<file path="src/rtl/rlm_pkg.sv">
// Shared constants, codes and types of the repetition latency monitor.
package rlm_pkg;

  // Field widths.
  localparam int EVENT_COUNT_WIDTH = 32;
  localparam int DATA_W  = 64;
  localparam int FREQ_W  = 32;
  localparam int KIND_W  = 3;
  localparam int PHASE_W = 2;
  localparam int ERR_W   = 3;
  // Three times a 32-bit frequency never needs more than two extra bits.
  localparam int LIMIT_W = FREQ_W + 2;

  // Stream widths: input data holds timer, fault, amount, frequency.
  localparam int IN_TDATA_W   = 3 * DATA_W + FREQ_W;
  localparam int OUT_FIELDS_W = PHASE_W + 1 + ERR_W + 1 + 8 * DATA_W;
  localparam int OUT_TDATA_W  = ((OUT_FIELDS_W + 7) / 8) * 8;

  // Event kinds.
  localparam logic [KIND_W-1:0] KIND_START = 3'd0;
  localparam logic [KIND_W-1:0] KIND_BEGIN = 3'd1;
  localparam logic [KIND_W-1:0] KIND_END   = 3'd2;
  localparam logic [KIND_W-1:0] KIND_BYTES = 3'd3;
  localparam logic [KIND_W-1:0] KIND_POLL  = 3'd4;

  // Test phases.
  localparam logic [PHASE_W-1:0] PH_NONE     = 2'd0;
  localparam logic [PHASE_W-1:0] PH_TESTING  = 2'd1;
  localparam logic [PHASE_W-1:0] PH_ERROR    = 2'd2;
  localparam logic [PHASE_W-1:0] PH_FINISHED = 2'd3;

  // Error codes.
  localparam logic [ERR_W-1:0] ERR_NONE       = 3'd0;
  localparam logic [ERR_W-1:0] ERR_FREQ       = 3'd1;
  localparam logic [ERR_W-1:0] ERR_EXPECTED   = 3'd2;
  localparam logic [ERR_W-1:0] ERR_UNBALANCED = 3'd3;
  localparam logic [ERR_W-1:0] ERR_BYTES      = 3'd4;

  // One registered event request.
  typedef struct packed {
    logic [KIND_W-1:0] kind;
    logic [DATA_W-1:0] timer_value;
    logic [DATA_W-1:0] fault_value;
    logic [DATA_W-1:0] amount;
    logic [FREQ_W-1:0] frequency;
  } rlm_event_t;

  // One status result.
  typedef struct packed {
    logic [PHASE_W-1:0] phase;
    logic               still_testing;
    logic [ERR_W-1:0]   error_code;
    logic               new_minimum;
    logic [DATA_W-1:0]  min_ticks;
    logic [DATA_W-1:0]  min_bytes;
    logic [DATA_W-1:0]  min_faults;
    logic [DATA_W-1:0]  max_ticks;
    logic [DATA_W-1:0]  total_ticks;
    logic [DATA_W-1:0]  total_bytes;
    logic [DATA_W-1:0]  total_faults;
    logic [DATA_W-1:0]  total_runs;
  } rlm_result_t;

endpackage

</file>
<file path="src/rtl/rlm_in_stage.sv">
// Input register of the monitor: unpacks and holds one event request.
module rlm_in_stage
  import rlm_pkg::*;
(
  input  logic                  clk,
  input  logic                  rst_n,
  input  logic                  in_tvalid,
  output logic                  in_tready,
  input  logic [IN_TDATA_W-1:0] in_tdata,
  input  logic [KIND_W-1:0]     in_tuser,
  input  logic                  advance,
  output logic                  ev_valid,
  output rlm_event_t            ev
);

  logic       valid_r, valid_nxt;
  rlm_event_t ev_r;
  logic       accept;

  // The stage takes a new request whenever it is empty or its content moves on this cycle.
  assign in_tready = !valid_r || advance;
  assign accept    = in_tvalid && in_tready;

  always_comb begin
    valid_nxt = valid_r;
    if (accept) begin
      valid_nxt = 1'b1;
    end else if (advance) begin
      valid_nxt = 1'b0;
    end
  end

  always_ff @(posedge clk) begin
    if (!rst_n) begin
      valid_r <= 1'b0;
    end else begin
      valid_r <= valid_nxt;
    end
  end

  // Payload fields, lowest field in the lowest bits.
  always_ff @(posedge clk) begin
    if (accept) begin
      ev_r.kind        <= in_tuser;
      ev_r.timer_value <= in_tdata[DATA_W-1:0];
      ev_r.fault_value <= in_tdata[2*DATA_W-1:DATA_W];
      ev_r.amount      <= in_tdata[3*DATA_W-1:2*DATA_W];
      ev_r.frequency   <= in_tdata[3*DATA_W+FREQ_W-1:3*DATA_W];
    end
  end

  assign ev_valid = valid_r;
  assign ev       = ev_r;

endmodule

</file>
<file path="config.mk">
export PLATFORM = sky130hd
export DESIGN_NAME = rlm_in_stage
export DESIGN_NICKNAME = d
export VERILOG_FILES = /design/src/rtl/rlm_pkg.sv /design/src/rtl/rlm_in_stage.sv
export SDC_FILE = /design/constraint.sdc
export NUM_CORES = 1
export LEC_CHECK = 0
export BUFFER_PORTS_ARGS = -buffer_cell sky130_fd_sc_hd__buf_4
export CORE_AREA = 2 2 180 182
export CTS_BUF_LIST = sky130_fd_sc_hd__clkbuf_16
export DETAILED_ROUTE_END_ITERATION = 10
export DIE_AREA = 0 0 182 184
export PLACE_DENSITY = 0.53
export SYNTH_ARGS = -nofsm -noshare
export SYNTH_HDL_FRONTEND = slang
export SYNTH_SLANG_ARGS = --single-unit
</file>
<file path="constraint.sdc">
create_clock -name clk -period 3.1 [get_ports clk]
set_input_delay 0.62 -clock clk [delete_from_list [all_inputs] [get_ports clk]]
set_output_delay 0.62 -clock clk [all_outputs]
set_load 0.01 [all_outputs]
</file>
Word level (Yosys, flattened, before mapping)
Cells that the tools add are included.
{ "word_totals": {"register_bits": 228, "in_bits": 231, "output_inout_bits": 229, "word_cells": 12} }
{ "op_classes": {"muxes": 2, "reduce_logical": 4} }
{ "ops": {"columns": ["op", "count"], "rows": [
  ["$mux W1", 2],
  ["$reduce_bool A2 Y1", 1],
  ["$logic_and A1 B1 Y1", 1],
  ["$logic_not A1 Y1", 1],
  ["$logic_or A1 B1 Y1", 1]
]} }

Logic depth before layout (Yosys ltp)
{ "logic_depth": {"word_depth": 4, "ltp_mapped": 2, "depth_no_buf": 2} }

Worst setup path before layout
No wires, ideal clock.
{ "synth_path": {"path_kind": "input to register", "start": "in advance", "end": "reg ev_r (netlist bit ev[0]), enable pin", "setup_time_ns": 0.432, "arrival_time_ns": 2.372, "required_ns": 2.668, "slack_ns": 0.296, "cell_stages": 2, "n_path_buf": 0, "cell_sequence": "nand2b_4 > and2_4"} }
{ "synth_between": {"elab_chain_cells": 2} }
{ "synth_lines": {"columns": ["item", "line", "source"], "rows": [
  ["from (decl)", "rlm_in_stage.sv:11", "input logic advance,"],
  ["$logic_or A1 B1 Y1", "rlm_in_stage.sv:21", "assign in_tready = !valid_r || advance;"],
  ["$logic_and A1 B1 Y1", "rlm_in_stage.sv:22", "assign accept = in_tvalid && in_tready;"],
  ["net accept", "rlm_in_stage.sv:18", "logic accept;"],
  ["to (decl)", "rlm_in_stage.sv:17", "rlm_event_t ev_r;"]
]} }
The timed path passes the listed nets, and every way through them passes these cells.
A chain may end at the register's enable or synchronous reset.

Worst setup path in the final report
{ "layout_path": {"start": "reg ev_r (netlist bit ev[156])", "end": "out ev[156] (netlist name)"} }
{ "layout_lines": {"columns": ["item", "line", "source"], "rows": [
  ["to (decl)", "rlm_in_stage.sv:13", "output rlm_event_t ev"]
]} }
No word-level cell between the ends.

==> impl_metrics.env <==
export IMPL_pin_count=460
export IMPL_cts_tree="yes"
export IMPL_clock_skew_ns=0.0128
export IMPL_start_util_pct=21.9
export IMPL_end_kind="output pin"
export IMPL_portBuffers=459
export IMPL_syn_nets=463
export IMPL_required_ns=2.48
export IMPL_postLayoutCoreUtil_pct=37.3
export IMPL_setup_viol=0
export IMPL_final_max_slew_viol_count=0
export IMPL_tightestPinTransition_ns=0.463
export IMPL_wl_per_cell_um=17.9
export IMPL_p_leak_nw=4.88
export IMPL_layout_commonest_cell="buf_4"
export IMPL_slowest_stage="edfxtp_1"
export IMPL_yosysWarnings=0
export IMPL_synth_seq_cells=228
export IMPL_cts_buffers=25
export IMPL_met2_usage_pct=19.9
export IMPL_rows=65
export IMPL_fin_setup_tns_ns=0
export IMPL_yosys_cell_types_count=6
export IMPL_dp_final_hpwl_um=15800
export IMPL_gp_congestion=0.742
export IMPL_fin_nets=956
export IMPL_htree_levels=1
export IMPL_crit_fanout=1
export IMPL_max_vdd_ir_drop_mv=0.431
export IMPL_finalWirelength_um=20400
export IMPL_post_route_period_util_pct=56.8
export IMPL_die_x_um=182
export IMPL_antenna_found_initial=0
export IMPL_max_slew_margin_pct=69.1
export IMPL_max_cap_violations=0
export IMPL_clock_sinks=228
export IMPL_cts_resized=0
export IMPL_crit_type="register to output pin"
export IMPL_final_cell_mix="buf_4, edfxtp_1, clkbuf_16, inv_1"
export IMPL_met1_usage_pct=11.8
export IMPL_die_h_um=184
export IMPL_drtIter0Drc=146
export IMPL_netlist_instances=232
export IMPL_num_vias=4278
export IMPL_syn_cell_area_sq_mm=0.00687
export IMPL_status="finished, final reports clean"
export IMPL_root_buffer="clkbuf_16"
export IMPL_seq_area_frac_synth_pct=99.5
export IMPL_area_delta_synth_final_pct=70.1
export IMPL_cellPowerDensity_mw_per_mm2=617
export IMPL_clk_latency_ns=0.51
export IMPL_max_freq_ghz=0.568
export IMPL_coreArea_sq_mm=0.0314
export IMPL_routed_via_density=3.75
export IMPL_cp_slowest_stage_delay_ns=0.45
export IMPL_die_area_sq_mm=0.0335
export IMPL_avgSynthCellArea_sq_um=29.6
export IMPL_diodes=0
export IMPL_post_cts_buffers=0
export IMPL_hold_path_class="input port to register"
export IMPL_fillers=2991
export IMPL_cp_cell_sequence="buf_4"
export IMPL_path_delay_family="flip-flops"
export IMPL_grt_max_degree=56
export IMPL_firstDrtPassIters=4
export IMPL_crit_arrival_ns=1.14
export IMPL_drive_gt1_share_pct=68.0
export IMPL_final_hold_viol_count=0
export IMPL_period_needed_ns=1.76
export IMPL_gr_usage_met3_pct=4.89
export IMPL_grt_pass1_vias=4512
export IMPL_drc_errors=0
export IMPL_overflow=0
export IMPL_clk_pin_slew_worst_paths_ns=0.06
export IMPL_worst_path_buf_inv=1
export IMPL_grt_pass1_wl_um=28000
export IMPL_drtAntennaViolNets=0
export IMPL_startpoint_type="register"
export IMPL_hold_buffers=0
export IMPL_rsz0062_at_grt="no"
export IMPL_grtUsageTotal_pct=11.2
export IMPL_gr_max_usage_layer="met2"
export IMPL_cts_path_max_buffers=3
-- path summary, 6_finish.rpt --
path	start	end	slack [ns]	depth (start not counted)
min reg2reg	ev_valid	ev_valid	0.53	2
max reg2reg	ev_valid	ev[178]	1.47	3
max	ev[156]	ev[156]	1.34	1
min	in_tdata[54]	ev[214]	0.27	1
-- kinds of logic after synthesis --
kind of cell / count (synthesis) / synth area share [%]
AO/OA/AOI/OAI: 1 / 0.164
buffers and inverters: 1 / 0.0546
flip-flops: 228 / 99.5
AND/OR/NAND/NOR: 2 / 0.328
-- synth_stat cells (all sizes together) --
library cell	count	area (sq um)
nand2b	1	13.8
edfxtp	227	6820
and2	1	8.76
dfxtp	1	20.0
inv	1	3.75
a21boi	1	11.3
-- through the flow --
step / area [sq um] / worst slack, ns / total power, mW / hold slack, ns / cells
floorplan: 6870 / 0.296 / 3.88 / 0.546 / 232
global placement: 10900 / 1.05 / 4.42 / 0.529 / 1100
detailed placement: 10900 / 1.04 / 4.43 / 0.527 / 1100
CTS: 11700 / 1.29 / 7.36 / 0.225 / 1142
global route: 11700 / 1.29 / 7.49 / 0.240 / 1142
finish: 11700 / 1.34 / 7.21 / 0.273 / 1142
-- state kept, by name, summed over array words and instances, names as in the netlist --
register	cells
ev	227
ev_valid	1
-- routing by layer --
layer  part of all wire [%]  up-vias
li1                       -     1932
met1                     35     2031
met2                     51      281
met3                     11       34
met4                    3.2        0
met5                      0        -
-- cell type report --
type | count | area, sq um | share of cell area [%]
Sequential cell | 228 | 6840 | 58.5
Timing Repair Buffer | 466 | 3540 | 30.2
Clock buffer | 25 | 626 | 5.35
Tap cell | 402 | 503 | 4.30
Clock inverter | 17 | 156 | 1.34
Multi-Input combinational cell | 3 | 33.8 | 0.289
Inverter | 1 | 3.75 | 0.0321
-- power by group --
group	switching, mW	internal (mW)
clock	1.16	1.70
sequential	0.0522	3.61
combinational	0.293	0.394
Power figures use the tool's default switching activity.
