--- src/rtl/rlm_pkg.sv ---
// Shared constants, codes and types of the repetition latency monitor.
package rlm_pkg;

  // Field widths.
  localparam int EVENT_COUNT_WIDTH = 32;
  localparam int DATA_W  = 64;
  localparam int FREQ_W  = 32;
  localparam int KIND_W  = 3;
  localparam int PHASE_W = 2;
  localparam int ERR_W   = 3;
  // Three times a 32-bit frequency never needs more than two extra bits.
  localparam int LIMIT_W = FREQ_W + 2;

  // Stream widths: input data holds timer, fault, amount, frequency.
  localparam int IN_TDATA_W   = 3 * DATA_W + FREQ_W;
  localparam int OUT_FIELDS_W = PHASE_W + 1 + ERR_W + 1 + 8 * DATA_W;
  localparam int OUT_TDATA_W  = ((OUT_FIELDS_W + 7) / 8) * 8;

  // Event kinds.
  localparam logic [KIND_W-1:0] KIND_START = 3'd0;
  localparam logic [KIND_W-1:0] KIND_BEGIN = 3'd1;
  localparam logic [KIND_W-1:0] KIND_END   = 3'd2;
  localparam logic [KIND_W-1:0] KIND_BYTES = 3'd3;
  localparam logic [KIND_W-1:0] KIND_POLL  = 3'd4;

  // Test phases.
  localparam logic [PHASE_W-1:0] PH_NONE     = 2'd0;
  localparam logic [PHASE_W-1:0] PH_TESTING  = 2'd1;
  localparam logic [PHASE_W-1:0] PH_ERROR    = 2'd2;
  localparam logic [PHASE_W-1:0] PH_FINISHED = 2'd3;

  // Error codes.
  localparam logic [ERR_W-1:0] ERR_NONE       = 3'd0;
  localparam logic [ERR_W-1:0] ERR_FREQ       = 3'd1;
  localparam logic [ERR_W-1:0] ERR_EXPECTED   = 3'd2;
  localparam logic [ERR_W-1:0] ERR_UNBALANCED = 3'd3;
  localparam logic [ERR_W-1:0] ERR_BYTES      = 3'd4;

  // One registered event request.
  typedef struct packed {
    logic [KIND_W-1:0] kind;
    logic [DATA_W-1:0] timer_value;
    logic [DATA_W-1:0] fault_value;
    logic [DATA_W-1:0] amount;
    logic [FREQ_W-1:0] frequency;
  } rlm_event_t;

  // One status result.
  typedef struct packed {
    logic [PHASE_W-1:0] phase;
    logic               still_testing;
    logic [ERR_W-1:0]   error_code;
    logic               new_minimum;
    logic [DATA_W-1:0]  min_ticks;
    logic [DATA_W-1:0]  min_bytes;
    logic [DATA_W-1:0]  min_faults;
    logic [DATA_W-1:0]  max_ticks;
    logic [DATA_W-1:0]  total_ticks;
    logic [DATA_W-1:0]  total_bytes;
    logic [DATA_W-1:0]  total_faults;
    logic [DATA_W-1:0]  total_runs;
  } rlm_result_t;

endpackage

--- src/rtl/rlm_core.sv ---
// Monitor state and the single-pass update that one event applies to it.
module rlm_core
  import rlm_pkg::*;
(
  input  logic        clk,
  input  logic        rst_n,
  input  logic        fire,
  input  rlm_event_t  ev,
  output rlm_result_t res
);

  logic [PHASE_W-1:0]           phase_r, phase_nxt;
  logic [ERR_W-1:0]             err_r, err_nxt;
  logic [LIMIT_W-1:0]           limit_r, limit_nxt;
  logic [DATA_W-1:0]            expected_r, expected_nxt;
  logic [FREQ_W-1:0]            freq_r, freq_nxt;
  logic [DATA_W-1:0]            stamp_r, stamp_nxt;
  logic [EVENT_COUNT_WIDTH-1:0] begins_r, begins_nxt;
  logic [EVENT_COUNT_WIDTH-1:0] ends_r, ends_nxt;
  logic                         cur_count_r, cur_count_nxt;
  logic [DATA_W-1:0]            cur_ticks_r, cur_ticks_nxt;
  logic [DATA_W-1:0]            cur_bytes_r, cur_bytes_nxt;
  logic [DATA_W-1:0]            cur_faults_r, cur_faults_nxt;
  logic [DATA_W-1:0]            tot_runs_r, tot_runs_nxt;
  logic [DATA_W-1:0]            tot_ticks_r, tot_ticks_nxt;
  logic [DATA_W-1:0]            tot_bytes_r, tot_bytes_nxt;
  logic [DATA_W-1:0]            tot_faults_r, tot_faults_nxt;
  logic [DATA_W-1:0]            min_ticks_r, min_ticks_nxt;
  logic [DATA_W-1:0]            min_bytes_r, min_bytes_nxt;
  logic [DATA_W-1:0]            min_faults_r, min_faults_nxt;
  logic [DATA_W-1:0]            max_ticks_r, max_ticks_nxt;

  logic               fresh;
  logic               run_ok;
  logic               is_lo, is_hi;
  logic               timed_out;
  logic [DATA_W-1:0]  elapsed;
  logic [LIMIT_W-1:0] limit_new;

  // Checks used by a poll; all work in parallel on the current state.
  assign is_lo     = cur_ticks_r < min_ticks_r;
  assign is_hi     = cur_ticks_r > max_ticks_r;
  assign elapsed   = ev.timer_value - stamp_r;
  assign timed_out = elapsed > {{(DATA_W-LIMIT_W){1'b0}}, limit_r};
  assign run_ok    = (begins_r == ends_r) && (cur_bytes_r == expected_r);
  assign limit_new = {2'b00, ev.frequency} + {1'b0, ev.frequency, 1'b0};

  always_comb begin
    phase_nxt      = phase_r;
    err_nxt        = err_r;
    limit_nxt      = limit_r;
    expected_nxt   = expected_r;
    freq_nxt       = freq_r;
    stamp_nxt      = stamp_r;
    begins_nxt     = begins_r;
    ends_nxt       = ends_r;
    cur_count_nxt  = cur_count_r;
    cur_ticks_nxt  = cur_ticks_r;
    cur_bytes_nxt  = cur_bytes_r;
    cur_faults_nxt = cur_faults_r;
    tot_runs_nxt   = tot_runs_r;
    tot_ticks_nxt  = tot_ticks_r;
    tot_bytes_nxt  = tot_bytes_r;
    tot_faults_nxt = tot_faults_r;
    min_ticks_nxt  = min_ticks_r;
    min_bytes_nxt  = min_bytes_r;
    min_faults_nxt = min_faults_r;
    max_ticks_nxt  = max_ticks_r;
    fresh          = 1'b0;

    case (ev.kind)
      KIND_START: begin
        if (phase_r == PH_NONE) begin
          phase_nxt     = PH_TESTING;
          freq_nxt      = ev.frequency;
          limit_nxt     = limit_new;
          expected_nxt  = ev.amount;
          min_ticks_nxt = '1;
        end else if (phase_r == PH_FINISHED) begin
          // A changed expected total takes precedence over a changed frequency.
          phase_nxt = PH_TESTING;
          if (freq_r != ev.frequency) begin
            phase_nxt = PH_ERROR;
            err_nxt   = ERR_FREQ;
          end
          if (expected_r != ev.amount) begin
            phase_nxt = PH_ERROR;
            err_nxt   = ERR_EXPECTED;
          end
        end
        stamp_nxt     = ev.timer_value;
        cur_count_nxt = 1'b1;
      end
      KIND_BEGIN: begin
        begins_nxt     = begins_r + 1'b1;
        cur_ticks_nxt  = cur_ticks_r - ev.timer_value;
        cur_faults_nxt = cur_faults_r - ev.fault_value;
      end
      KIND_END: begin
        ends_nxt       = ends_r + 1'b1;
        cur_ticks_nxt  = cur_ticks_r + ev.timer_value;
        cur_faults_nxt = cur_faults_r + ev.fault_value;
      end
      KIND_BYTES: begin
        cur_bytes_nxt = cur_bytes_r + ev.amount;
      end
      KIND_POLL: begin
        if (phase_r == PH_TESTING) begin
          if (begins_r != '0) begin
            // A byte mismatch overrides an unbalanced begin/end count.
            if (begins_r != ends_r) begin
              phase_nxt = PH_ERROR;
              err_nxt   = ERR_UNBALANCED;
            end
            if (cur_bytes_r != expected_r) begin
              phase_nxt = PH_ERROR;
              err_nxt   = ERR_BYTES;
            end
            // A clean run goes into the totals and the min and max records.
            if (run_ok) begin
              tot_runs_nxt   = tot_runs_r + {{(DATA_W-1){1'b0}}, cur_count_r};
              tot_ticks_nxt  = tot_ticks_r + cur_ticks_r;
              tot_bytes_nxt  = tot_bytes_r + cur_bytes_r;
              tot_faults_nxt = tot_faults_r + cur_faults_r;
              if (is_lo) begin
                min_ticks_nxt  = cur_ticks_r;
                min_bytes_nxt  = cur_bytes_r;
                min_faults_nxt = cur_faults_r;
                stamp_nxt      = ev.timer_value;
                fresh          = 1'b1;
              end
              if (is_hi) begin
                max_ticks_nxt = cur_ticks_r;
              end
              begins_nxt     = '0;
              ends_nxt       = '0;
              cur_count_nxt  = 1'b1;
              cur_ticks_nxt  = '0;
              cur_bytes_nxt  = '0;
              cur_faults_nxt = '0;
            end
          end
          // The timeout also applies on a poll that flags an error; a fresh minimum restarts it.
          if (!fresh && timed_out) begin
            phase_nxt = PH_FINISHED;
          end
        end
      end
      default: begin
      end
    endcase
  end

  always_ff @(posedge clk) begin
    if (!rst_n) begin
      phase_r      <= PH_NONE;
      err_r        <= ERR_NONE;
      limit_r      <= '0;
      expected_r   <= '0;
      freq_r       <= '0;
      stamp_r      <= '0;
      begins_r     <= '0;
      ends_r       <= '0;
      cur_count_r  <= 1'b0;
      cur_ticks_r  <= '0;
      cur_bytes_r  <= '0;
      cur_faults_r <= '0;
      tot_runs_r   <= '0;
      tot_ticks_r  <= '0;
      tot_bytes_r  <= '0;
      tot_faults_r <= '0;
      min_ticks_r  <= '0;
      min_bytes_r  <= '0;
      min_faults_r <= '0;
      max_ticks_r  <= '0;
    end else if (fire) begin
      phase_r      <= phase_nxt;
      err_r        <= err_nxt;
      limit_r      <= limit_nxt;
      expected_r   <= expected_nxt;
      freq_r       <= freq_nxt;
      stamp_r      <= stamp_nxt;
      begins_r     <= begins_nxt;
      ends_r       <= ends_nxt;
      cur_count_r  <= cur_count_nxt;
      cur_ticks_r  <= cur_ticks_nxt;
      cur_bytes_r  <= cur_bytes_nxt;
      cur_faults_r <= cur_faults_nxt;
      tot_runs_r   <= tot_runs_nxt;
      tot_ticks_r  <= tot_ticks_nxt;
      tot_bytes_r  <= tot_bytes_nxt;
      tot_faults_r <= tot_faults_nxt;
      min_ticks_r  <= min_ticks_nxt;
      min_bytes_r  <= min_bytes_nxt;
      min_faults_r <= min_faults_nxt;
      max_ticks_r  <= max_ticks_nxt;
    end
  end

  // Status after this event.
  always_comb begin
    res.phase         = phase_nxt;
    res.still_testing = (phase_nxt == PH_TESTING);
    res.error_code    = err_nxt;
    res.new_minimum   = fresh;
    res.min_ticks     = min_ticks_nxt;
    res.min_bytes     = min_bytes_nxt;
    res.min_faults    = min_faults_nxt;
    res.max_ticks     = max_ticks_nxt;
    res.total_ticks   = tot_ticks_nxt;
    res.total_bytes   = tot_bytes_nxt;
    res.total_faults  = tot_faults_nxt;
    res.total_runs    = tot_runs_nxt;
  end

endmodule

--- config.mk ---
export PLATFORM = sky130hd
export DESIGN_NAME = rlm_core
export DESIGN_NICKNAME = d
export VERILOG_FILES = /design/src/rtl/rlm_pkg.sv /design/src/rtl/rlm_core.sv
export SDC_FILE = /design/constraint.sdc
export NUM_CORES = 2
export LEC_CHECK = 0
export ABC_AREA = 0
export BUFFER_PORTS_ARGS = -buffer_cell sky130_fd_sc_hd__buf_4
export CAP_MARGIN = 30
export CORE_MARGIN = 2
export CORE_UTILIZATION = 55
export DETAILED_ROUTE_END_ITERATION = 10
export PLACE_DENSITY_LB_ADDON = 0.05
export SETUP_SLACK_MARGIN = 0.1
export SLEW_MARGIN = 5
export SYNTH_ARGS = -nofsm -noshare
export SYNTH_HDL_FRONTEND = slang
export SYNTH_SLANG_ARGS = --single-unit
--- constraint.sdc ---
create_clock -name clk -period 6 [get_ports clk]
set_input_delay 0.6 -clock clk [delete_from_list [all_inputs] [get_ports clk]]
set_output_delay 0.6 -clock clk [all_outputs]
set_load 0.05 [all_outputs]
Yosys cells after proc, flatten, opt, wreduce, memory -nomap -nowiden
Cells that the tools add are included.
{"block": "classes", "add_sub_neg": 13, "mul": 0, "div_mod_pow": 0, "order_cmp": 3, "n_eq_ne": 17, "shift": 0, "muxes": 83, "bitwise_logic": 0, "reduce_logical": 18}
{"op": "2-to-1 mux 64 bit", "n": 43}
{"op": "adder 64 bit", "n": 6}
{"op": "case mux 64 bit (2 select lines)", "n": 3}
{"op": "case mux 64 bit (3 select lines)", "n": 2}
{"op": "subtractor 64 bit", "n": 3}
{"op": "inequality test 64 bit", "n": 2}
{"op": "case mux 32 bit (2 select lines)", "n": 2}
{"op": "2-to-1 mux 32 bit", "n": 3}
{"op": "adder 32 x 1 -> 32 bit (second input constant)", "n": 2}
{"op": "adder 64 x 1 -> 64 bit", "n": 1}
{"op": "== test 64 bit", "n": 1}
{"op": "> comparator 64 x 34 -> 1 bit", "n": 1}
{"op": "> comparator 64 bit", "n": 1}
{"op": "< comparator 64 bit", "n": 1}
{"op": "inequality test 32 bit", "n": 2}
{"op": "adder 32 x 33 -> 34 bit", "n": 1}
{"op": "== test 32 bit", "n": 1}
{"op": "nonzero test 32 bit", "n": 1}
{"op": "AND reduction 5 bit", "n": 5}
{"op": "2-to-1 mux 3 bit", "n": 8}
{"op": "2-to-1 mux 2 bit", "n": 9}
{"op": "2-to-1 mux 1 bit", "n": 10}
{"op": "inequality test 2 bit (second input constant)", "n": 4}
{"op": "nonzero test 2 bit", "n": 4}
{"op": "other kinds (15)", "n": 18}
{"block": "word_totals", "reg_bits": 968, "latchBits": 0, "ram_bits": 0, "rom_bits": 0, "input_bits": 230, "elab_cells": 154, "n_memories": 0}

Longest topological paths before layout
{"block": "logic_depth", "depth_word": 12, "depth_mapped": 28, "mapped_depth_nobuf": 27}

Worst setup path before layout
No wires, ideal clock.
{"block": "synth_timing", "kind": "input-to-output", "from": "input ev[160] (netlist name)", "to": "output res[516] (netlist name)", "arrival_ns": 6.009, "path_slack_ns": -0.609, "stages": 27, "n_path_buf": 0, "path_cell_list": "inv_1 -> ha_1 -> inv_1 -> fa_1 -> a211o_1 -> a211o_1 -> a221oi_2 -> nor4bb_1 -> or2_2 -> nand2_1 -> o21ai_0 -> xor2_1 -> ha_1 -> nand4_1 -> nor4_1 -> nand4_1 -> o22a_1 -> nand2_1 -> o21ai_0 -> a2111oi_0 -> o311ai_0 -> nor2_1 -> nand4_1 -> nor4_2 -> nand4_2 -> o31a_1 -> o21a_1"}
{"item": "start: declaration", "line_no": "rlm_core.sv:8", "source": "input rlm_event_t ev,"}
{"item": "end: declaration", "line_no": "rlm_core.sv:9", "source": "output rlm_result_t res"}

==> flow_summary.json <==
{
  "clockBufferDepth": 3,
  "fill_cells": 11600,
  "grt_pass1_vias": 70900,
  "synth_area_leaders": "dfxtp_1, ha_1, nand2_1",
  "viasPerCell": 6.07,
  "ant_nets": 0,
  "finClkSkew_ns": 0.0446,
  "slowest_stage": "dfxtp_2",
  "dpl.hpwl_um": 214000,
  "hold_violations": 0,
  "timing.fmax_mhz": 136,
  "core_um2": 133000,
  "stdcell_count": 12500,
  "crit_fanout": 4,
  "synth_area_leader_cell": "dfxtp_1",
  "cp_common_cell": "buf_4",
  "setup_slack_ns": -1.35,
  "arrival_ns": 6.75,
  "yosysWarnings": 0,
  "grt_setup_unrepaired": "true",
  "vias": 75700,
  "most-common-layout-cells": "nand2_1, buf_4, nor2_1",
  "drv_slew": 0,
  "ys_types": 98,
  "critPathKind": "reg -> out",
  "crit_buf_inv": 7,
  "setup_tns_ns": -3.86,
  "path_depth": 30,
  "final-setup-viol-count": 4,
  "mappedNetlistNets": 10600,
  "synthCells": 9670,
  "violations": "negative setup slack",
  "clk_latency_ns": 0.77,
  "power.leakage_nw": 41.0,
  "drtPass1Iterations": 8,
  "hp-class": "in -> reg",
  "hold_buffers": 0,
  "std_cell_rows": 134,
  "clockRootBuffer": "clkbuf_16",
  "boundaryPins": 749,
  "cts_htree_levels": 3,
  "peakVddDrop_mv": 0.243,
  "hold_depth": 3,
  "drive_gt1_frac": 0.172,
  "yosysTopAreaCellShare": 0.262,
  "critical_path_required_ns": 5.40,
  "post_drt_wl_per_cell_um": 22.2,
  "wl_um": 277000,
  "start_util": 0.554,
  "slew_headroom": 0.282,
  "nNetsFinal": 11500,
  "area_delta_synth_final_pct": 20.1,
  "portBuffers": 748,
  "gp_congestion": 1.01,
  "die_y_um": 370,
  "cts_sinks": 967,
  "synth-edff-count": 0,
  "grt_max_degree": 192,
  "dp.cells": 12200,
  "outcome": "complete, but fails checks",
  "r2r_cells": 30,
  "max_stage_delay_ns": 0.35,
  "seqCellArea_um2": 19400,
  "drt_iter0_drc": 6627,
  "async_flop_share": 0,
  "track_usage": 0.386,
  "die_area_um2": 137000,
  "ys.flop_type": "dfxtp_1",
  "overflow": 0,
  "cap_violations": 0,
  "end_kind": "output pin",
  "drc": 0,
  "fin_crit_sh": 1.22,
  "finalCriticalPeriod_ns": 7.35,
  "clk_pin_slew_ns": 0.06,
  "totalPowerFinal_mw": 17.6,
  "cts_buffers": 112,
  "syn_area_per_cell_um2": 7.63,
  "powerDensity_nw_per_um2": 199,
  "critPathTopFamily": "compound AO/OA/AOI/OAI gates",
  "antenna_found_initial": 13,
  "start_kind": "flip-flop",
  "grt_pass1_wl_um": 415000,
  "multiInputGateArea_um2": 51900,
  "ys_ff_latch": 967,
  "ys_seq_area_frac": 0.262,
  "syn-cell-area_um2": 73800,
  "worstMarginPinSlew_ns": 1.08,
  "final_common_cell": "nand2_1",
  "die_w_um": 370,
  "cts_tree": "yes"
}
worst reg2reg max path: cells and delay by family (launching register included):
family	cells	cell delay [ns]
compound gates	14	2.81
simple gates	5	0.83
buf+inv	7	1.03
fa+ha+maj	3	0.67
flops	1	0.35
xor+xnor	1	0.17
synth_stat cells (all sizes together) (189+ instances only):
master  number
inv        376
a21oi      879
mux2i      210
xnor2      456
ha         642
a21o       357
nor2       973
mux2       193
nand2     1407
dfxtp      967
clkbuf     426
o21ai      505
nor3       189
xor2       439
worst paths after layout:
| check | slack (ns) | to | from |
|---|---|---|---|
| min | 0.11 | limit_r[0] | ev[0] |
| max reg2reg | -0.04 | phase_r[1] | stamp_r[0] |
| min reg2reg | 0.45 | min_bytes_r[12] | min_bytes_r[12] |
| max | -1.35 | res[516] | stamp_r[0] |
where the power goes:
part	leakage (nW)	total, mW	internal (mW)	switching, mW
combinational	31.3	3.73	1.48	2.25
clock	1.86	7.21	4.19	3.01
sequential	7.83	6.69	6.54	0.149
total	41.0	17.6	12.2	5.41
per-layer routing:
layer  track usage  vias to the layer above  share of wire
li1              -                    36000              -
met1         0.496                    36000           0.41
met2         0.611                     3056           0.44
met3        0.0643                      693          0.080
met4         0.221                        2          0.064
met5             0                        -       0.000047
layout make-up:
cell class | count | share of cell area
tap | 1768 | 0.0249
timing repair buffer | 1287 | 0.112
antenna | 12 | 0.000339
multi-input combinational | 7864 | 0.586
sequential | 967 | 0.219
clock buffer | 148 | 0.0352
clock inverter | 52 | 0.00744
inverter | 377 | 0.0163
flip-flops by register name, summed over array words and instances (netlist names):
register	flops
expected_r	64
tot_runs_r	64
min_bytes_r	64
tot_ticks_r	64
cur_faults_r	64
max_ticks_r	64
cur_ticks_r	64
freq_r	31
begins_r	32
ends_r	32
min_ticks_r	64
min_faults_r	64
cur_count_r	1
tot_bytes_r	64
phase_r	2
stamp_r	64
limit_r	34
err_r	3
tot_faults_r	64
cur_bytes_r	64
kinds of logic (layout without fill, tap and decap cells):
kind of cell | after synthesis | after routing | synth area share
AO/OA/AOI/OAI | 2496 | 2496 | 0.214
multiplexers | 403 | 403 | 0.0579
adder cells (fa/ha/maj) | 650 | 650 | 0.111
flip-flops | 967 | 967 | 0.262
buffers and inverters | 840 | 1864 | 0.0429
XOR/XNOR | 895 | 895 | 0.106
AND/OR/NAND/NOR | 3419 | 3420 | 0.206
other | 0 | 12 | 0
stage by stage:
| step | setup WS [ns] | area [um^2] | hold slack, ns | utilization |
|---|---|---|---|---|
| 3_3_place_gp | -1.37 | 84200 | 0.438 | 0.632 |
| 3_5_place_dp | -1.33 | 84200 | 0.443 | 0.632 |
| 6_report | -1.35 | 88700 | 0.113 | 0.665 |
| 4_1_cts | -1.33 | 88300 | 0.0669 | 0.663 |
| 2_1_floorplan | -0.162 | 73900 | 0.432 | - |
| 5_1_grt | -1.67 | 88700 | 0.106 | 0.665 |
what timing repair did:
action                     4_1_cts  5_1_grt
cloned                           1        0
buffers inserted                14        9
gates resized for setup         62       59
pin swaps                       24       14
setup endpoints to repair      115       68
Note: power is estimated with default switching activity, not from simulation.
